### config.mk
export PLATFORM = sky130hd
export DESIGN_NAME = scc_ctrl
export DESIGN_NICKNAME = d
export VERILOG_FILES = /design/src/design/scc_pkg.sv /design/src/design/scc_ctrl.sv
export SDC_FILE = /design/constraint.sdc
export NUM_CORES = 1
export LEC_CHECK = 0
export BUFFER_PORTS_ARGS = -buffer_cell sky130_fd_sc_hd__buf_4
export CAP_MARGIN = 10
export CORE_MARGIN = 1.5
export CORE_UTILIZATION = 52
export DETAILED_ROUTE_END_ITERATION = 8
export PLACE_DENSITY = 0.92
export SLEW_MARGIN = 10
export SYNTH_ARGS = -nofsm -noshare
export SYNTH_HDL_FRONTEND = slang
export SYNTH_SLANG_ARGS = --single-unit
### constraint.sdc
create_clock -name clk -period 6.2 [get_ports clk]
set_input_delay 1.55 -clock clk [delete_from_list [all_inputs] [get_ports clk]]
set_output_delay 1.55 -clock clk [all_outputs]
set_load 0.02 [all_outputs]
### src/design/scc_pkg.sv
// shared constants and controller/datapath interface types for the component search
package scc_pkg;

  localparam int MAX_V  = 64;
  localparam int MAX_E  = 256;
  localparam int VW     = 7;
  localparam int VIW    = $clog2(MAX_V);
  localparam int EIW    = $clog2(MAX_E);
  localparam int EW     = EIW + 1;
  localparam logic [EW-1:0] NIL_EDGE = EW'(MAX_E);

  typedef struct packed {
    logic [VW-1:0] vtx;
    logic [EW-1:0] edge_ptr;
    logic [VW-1:0] low;
    logic [VW-1:0] disc;
  } frame_t;

  typedef struct packed {
    logic add_start;
    logic add_commit;
    logic add_drop;
    logic run_start;
    logic scan_next;
    logic enter_s;
    logic enter_v;
    logic enter_ld;
    logic edge_rd;
    logic edge_ld;
    logic edge_upd;
    logic ret;
    logic pop_rd;
    logic pop_w;
    logic par_rd;
    logic par_ld;
    logic flush;
  } cmd_t;

  typedef struct packed {
    logic add_ok;
    logic s_over;
    logic s_visited;
    logic te_nil;
    logic v_bad;
    logic v_visited;
    logic low_eq;
    logic depth_zero;
    logic is_root;
    logic out_free;
    logic held_valid;
  } stat_t;

endpackage

### src/design/scc_ctrl.sv
// controller state machine sequencing edge loads and the depth-first search
module scc_ctrl (
  input  logic           clk,
  input  logic           rst_n,
  input  logic           in_tvalid,
  input  logic           in_tuser,
  output logic           in_tready,
  input  scc_pkg::stat_t stat,
  output scc_pkg::cmd_t  cmd
);
  import scc_pkg::*;

  typedef enum logic [12:0] {
    S_IDLE  = 13'b0000000000001,
    S_ADD   = 13'b0000000000010,
    S_SCAN  = 13'b0000000000100,
    S_ENTER = 13'b0000000001000,
    S_STEP  = 13'b0000000010000,
    S_EDGE  = 13'b0000000100000,
    S_EDGE2 = 13'b0000001000000,
    S_RET   = 13'b0000010000000,
    S_POPR  = 13'b0000100000000,
    S_POPW  = 13'b0001000000000,
    S_PARR  = 13'b0010000000000,
    S_PARL  = 13'b0100000000000,
    S_FIN   = 13'b1000000000000
  } state_t;

  state_t state_r, state_nxt;

  assign in_tready = (state_r == S_IDLE);

  always_comb begin
    state_nxt = state_r;
    cmd = '0;
    case (state_r)
      S_IDLE: begin
        if (in_tvalid) begin
          if (in_tuser) begin
            cmd.run_start = 1'b1;
            state_nxt = S_SCAN;
          end else if (stat.add_ok) begin
            cmd.add_start = 1'b1;
            state_nxt = S_ADD;
          end else begin
            cmd.add_drop = 1'b1;
          end
        end
      end
      S_ADD: begin
        cmd.add_commit = 1'b1;
        state_nxt = S_IDLE;
      end
      S_SCAN: begin
        if (stat.s_over) begin
          state_nxt = S_FIN;
        end else if (stat.s_visited) begin
          cmd.scan_next = 1'b1;
        end else begin
          cmd.enter_s = 1'b1;
          state_nxt = S_ENTER;
        end
      end
      S_ENTER: begin
        cmd.enter_ld = 1'b1;
        state_nxt = S_STEP;
      end
      S_STEP: begin
        if (stat.te_nil) begin
          state_nxt = S_RET;
        end else begin
          cmd.edge_rd = 1'b1;
          state_nxt = S_EDGE;
        end
      end
      S_EDGE: begin
        cmd.edge_ld = 1'b1;
        state_nxt = stat.v_bad ? S_STEP : S_EDGE2;
      end
      S_EDGE2: begin
        if (!stat.v_visited) begin
          cmd.enter_v = 1'b1;
          state_nxt = S_ENTER;
        end else begin
          cmd.edge_upd = 1'b1;
          state_nxt = S_STEP;
        end
      end
      S_RET: begin
        cmd.ret = 1'b1;
        state_nxt = stat.low_eq ? S_POPR : S_PARR;
      end
      S_POPR: begin
        cmd.pop_rd = 1'b1;
        state_nxt = S_POPW;
      end
      S_POPW: begin
        if (!stat.held_valid || stat.out_free) begin
          cmd.pop_w = 1'b1;
          state_nxt = stat.is_root ? S_PARR : S_POPR;
        end
      end
      S_PARR: begin
        if (stat.depth_zero) begin
          cmd.scan_next = 1'b1;
          state_nxt = S_SCAN;
        end else begin
          cmd.par_rd = 1'b1;
          state_nxt = S_PARL;
        end
      end
      S_PARL: begin
        cmd.par_ld = 1'b1;
        state_nxt = S_STEP;
      end
      S_FIN: begin
        if (!stat.held_valid || stat.out_free) begin
          cmd.flush = 1'b1;
          state_nxt = S_IDLE;
        end
      end
      default: state_nxt = S_IDLE;
    endcase
  end

  always_ff @(posedge clk) begin
    if (!rst_n) begin
      state_r <= S_IDLE;
    end else begin
      state_r <= state_nxt;
    end
  end

endmodule

# After elaboration in Yosys (flattened, before gate mapping)

Index checks and enable logic that the tools add are counted.

Register bits: 13
Bits of input ports: 15
Logic and storage cells: 69

Mux-type cells: 46
Equality and inequality tests: 18
Reduce and logical (&&, ||, !) cells: 4

Operators by type and width:

| operator                                         | number |
|---|---|
| one-hot mux 13 bit (11 select lines)             | 1 |
| two-way mux 13 bit                               | 7 |
| two-way mux 1 bit                                | 28 |
| two-way mux 11 bit                               | 2 |
| == test 13 x 1 -> 1 bit (second input constant)  | 1 |
| == test 13 x 10 -> 1 bit (second input constant) | 1 |
| == test 13 x 11 -> 1 bit (second input constant) | 1 |
| == test 13 x 12 -> 1 bit (second input constant) | 1 |
| == test 13 bit (second input constant)           | 1 |
| == test 13 x 2 -> 1 bit (second input constant)  | 1 |
| == test 13 x 3 -> 1 bit (second input constant)  | 1 |
| == test 13 x 4 -> 1 bit (second input constant)  | 1 |
| == test 13 x 5 -> 1 bit (second input constant)  | 1 |
| == test 13 x 6 -> 1 bit (second input constant)  | 1 |
| == test 13 x 7 -> 1 bit (second input constant)  | 1 |
| == test 13 x 8 -> 1 bit (second input constant)  | 1 |
| == test 13 x 9 -> 1 bit (second input constant)  | 1 |
| two-way mux 12 bit                               | 1 |
| two-way mux 8 bit                                | 1 |
| two-way mux 7 bit                                | 1 |
| two-way mux 2 bit                                | 3 |
| != test 2 bit (second input constant)            | 3 |
| two-way mux 5 bit                                | 1 |
| AND reduction 5 bit                              | 1 |
| 6 further kinds                                  | 6 |

# Longest topological paths before layout

Word-level depth: 4
Depth in mapped cells: 7

# Worst setup path before layout

Ideal clock, no wire load.

Kind: register -> output
From: register state_r[4]
To: output cmd[16] in the netlist's numbering
Stages on the path, launching flop included: 8
Buffers on the path: 2
Arrival: 2.227 ns
Path slack: 2.423 ns
Path through: dfxtp_1 -> clkbuf_1 -> nor2_1 -> nor4b_1 -> and3_1 -> clkbuf_1 -> nand2_1 -> nor3b_1

RTL lines:

| item                     | line            | RTL |
|---|---|---|
| start: declaration       | scc_ctrl.sv:29  | `state_t state_r, state_nxt;` |
| start signal: assignment | scc_ctrl.sv:130 | `state_r <= state_nxt;` |
| end: declaration         | scc_ctrl.sv:9   | `output scc_pkg::cmd_t cmd` |

==> reports/qor.csv <==
metric,value,unit
CTS buffer count,3,
initial core utilization,54.9,%
register area share after synthesis,27.8,%
worst-case clock skew,0.00819,ns
Multi-input gate area,624,um2
Post-Syn Area,937,um2
Reg2Reg Launch Point,state_r[0],
hold slack final,0.584,ns
Yosys cell types,40,
Largest register FFs,13,
WP data arrival,2.41,ns
VDD IR max,0.170,mV
RSZ-0062 raised after global routing,no,
ANT nets after route,0,
register area,260,um2
DRC,0,
worst relative slew slack,43.5,%
Final TNS setup,0,ns
max-cap check violation count,0,
total track usage,29.6,%
Seq cells post-synth,13,
Setup crit end kind,output pin,
synth warn,0,
row count,15,
crit-path max cell delay,0.71,ns
die width,45.5,um
initial antenna violation count,0,
Max clock buf depth,2,
grt total ovfl,0,
post-CTS sizing,0,
status,completed,
vias in the first global route,942,
PortBufs,32,
"Top FF cell, synth",dfxtp_1,
Iter 0 DRT Violations,38,
startpoint types,flop,
CP top delay family,simple AND/OR/NAND/NOR gates,
largest net degree at the start of global routing,10,
Final Hold Violating Endpoints,0,
# IOs,33,
PnR worst setup slack,2.24,ns
Die H,45.5,um
worst path cell trace,nor2_1 -> nor4b_1 -> and3_1 -> nand2_1 -> nor3b_1 -> buf_4,
CTS tree,built,
Mapped Nets,137,
placer congestion estimate,0.889,
top flop regs,state_r: 13 flops,
Reg-to-Reg End,state_r[1],
WP data required,4.65,ns
postcts setup bufs,0,
buffers and inverters on the worst path,1,
power per cell area,185,nW/um2
layout cells sized above 1,26.7,%
Final min period,3.96,ns
most flop-heavy register,state_r,
DRT Wirelength,2720,um
post-route cell area,1200,um2
vias per inst,6.21,
Clock Sinks,13,
Detailed Place HPWL,2080,um
clk root buf,clkbuf_4,
Clock transition at path regs,0.08,ns
worst hold path depth,2,
Final Net Count,166,
Slew @ Worst Pin,0.835,ns
average wire per standard cell,15.6,um
HP Class,reg2reg,
global-route wire length before repair,4330,um
Synth async-reset ratio,0,%
H-tree depth,1,
final setup fails,0,
Post-Synthesis Cells,122,
dpl ws,2.42,ns
ant diodes,0,
die footprint,2070,um2
maximum clock rate,252,MHz
Core ar.,1710,um2
via count,1087,
hold_buf cts,0,
Post-Syn Area per Cell,7.68,um2
Layout area overhead,27.8,%
beginning of the worst hold path,state_r[12],
Setup CP Type,reg2out,
hold endpoint,state_r[12],
Worst Reg-to-Reg Cells,5,
Slowest cell on crit path,nor4b_1,
Worst-Skew Late Latency,0.28,ns
First-pass DRT Iterations,4,
Fillers,153,
"EDFF count, synth",0,
max-slew violations,0,
Pwr Total,221,uW
internal reg-to-reg setup slack,3.82,ns
part of the cycle the worst path needs,63.9,%
LEAKAGE,0.000562,uW
placed cell area,1170,um2
worst-path fanout max,8,
## placed cells by master (no fill, tap or decap), types with 2 or more instances in the layout
| master | count |
|---|---|
| and3_1 | 6 |
| or4_1 | 2 |
| nand4_1 | 2 |
| xor2_1 | 4 |
| a2bb2oi_1 | 3 |
| dfxtp_1 | 13 |
| or4_4 | 2 |
| nor3b_1 | 6 |
| nor2b_1 | 3 |
| nor4_1 | 5 |
| inv_1 | 4 |
| buf_4 | 32 |
| nand3_1 | 3 |
| o21ai_0 | 8 |
| nand2_1 | 6 |
| clkbuf_4 | 3 |
| and4_1 | 4 |
| nor2_1 | 11 |
| a21oi_1 | 5 |
| nor3_1 | 8 |
## how the worst max path moves through the flow
stage	startpoint	endpoint	slack, ns	cells after the start
after floorplan	state_r[4]	cmd[16]	2.42	7
after global placement	stat[8]	cmd[12]	2.44	4
after detailed placement	stat[8]	cmd[12]	2.42	4
after CTS	state_r[5]	cmd[16]	2.32	6
after global routing	state_r[5]	cmd[16]	1.98	6
final	state_r[5]	cmd[16]	2.24	6
## report_power, final
part | switching, uW | total [uW] | internal [uW]
clock network | 28.1 | 53.1 | 25.0
logic | 39.8 | 74.1 | 34.3
registers | 7.26 | 94.2 | 86.9
## cells in the mapped netlist, drive strengths merged (2+ instances only)
library cell | number | area (um2)
nor2b | 3 | 18.8
buf | 2 | 15.0
a2bb2oi | 3 | 26.3
nand2 | 6 | 22.5
inv | 4 | 15.0
nor4 | 5 | 31.3
nand3 | 3 | 15.0
nor3 | 8 | 40.0
nand3b | 2 | 18.8
o21ai | 8 | 40.0
nand4 | 2 | 12.5
clkbuf | 6 | 22.5
dfxtp | 13 | 260
and2 | 2 | 12.5
a21oi | 5 | 25.0
and3 | 6 | 37.5
or4 | 4 | 37.5
nor3b | 6 | 45.0
nor2 | 11 | 41.3
xor2 | 4 | 35.0
and4 | 4 | 35.0
## cells by family after synthesis
group | count (synthesis) | share of synthesized area, %
buf+inv | 12 | 5.61
flops | 13 | 27.8
xor+xnor | 5 | 4.67
compound gates | 23 | 16.4
simple gates | 69 | 45.5
## routing by layer
layer	track usage [%]	vias to the layer above	wire, um
li1	-	518	-
met1	35.7	495	1060
met2	50.7	62	1370
met3	7.54	12	220
met4	9.41	0	72
met5	0	-	0
## through the flow
step                utilization, %  std cells
floorplan                        -        122
global placement              68.6        171
detailed placement            68.6        171
CTS                           70.1        175
global route                  70.1        175
finish                        70.1        175
## final cells by class
type                    count  share of cell area, %
flip-flops and latches     13                   21.7
inverters                   4                   1.25
multi-input cells          97                   52.1
well taps                  25                   2.61
repair buffers             32                   20.1
clock buffers               4                   2.19
## tightest hold or removal path, delay by kind of cell (launching register included)
| family | cells | cell delay, ns |
|---|---|---|
| flops | 1 | 0.38 |
| compound gates | 2 | 0.16 |
Note: power is estimated with default switching activity, not from simulation.
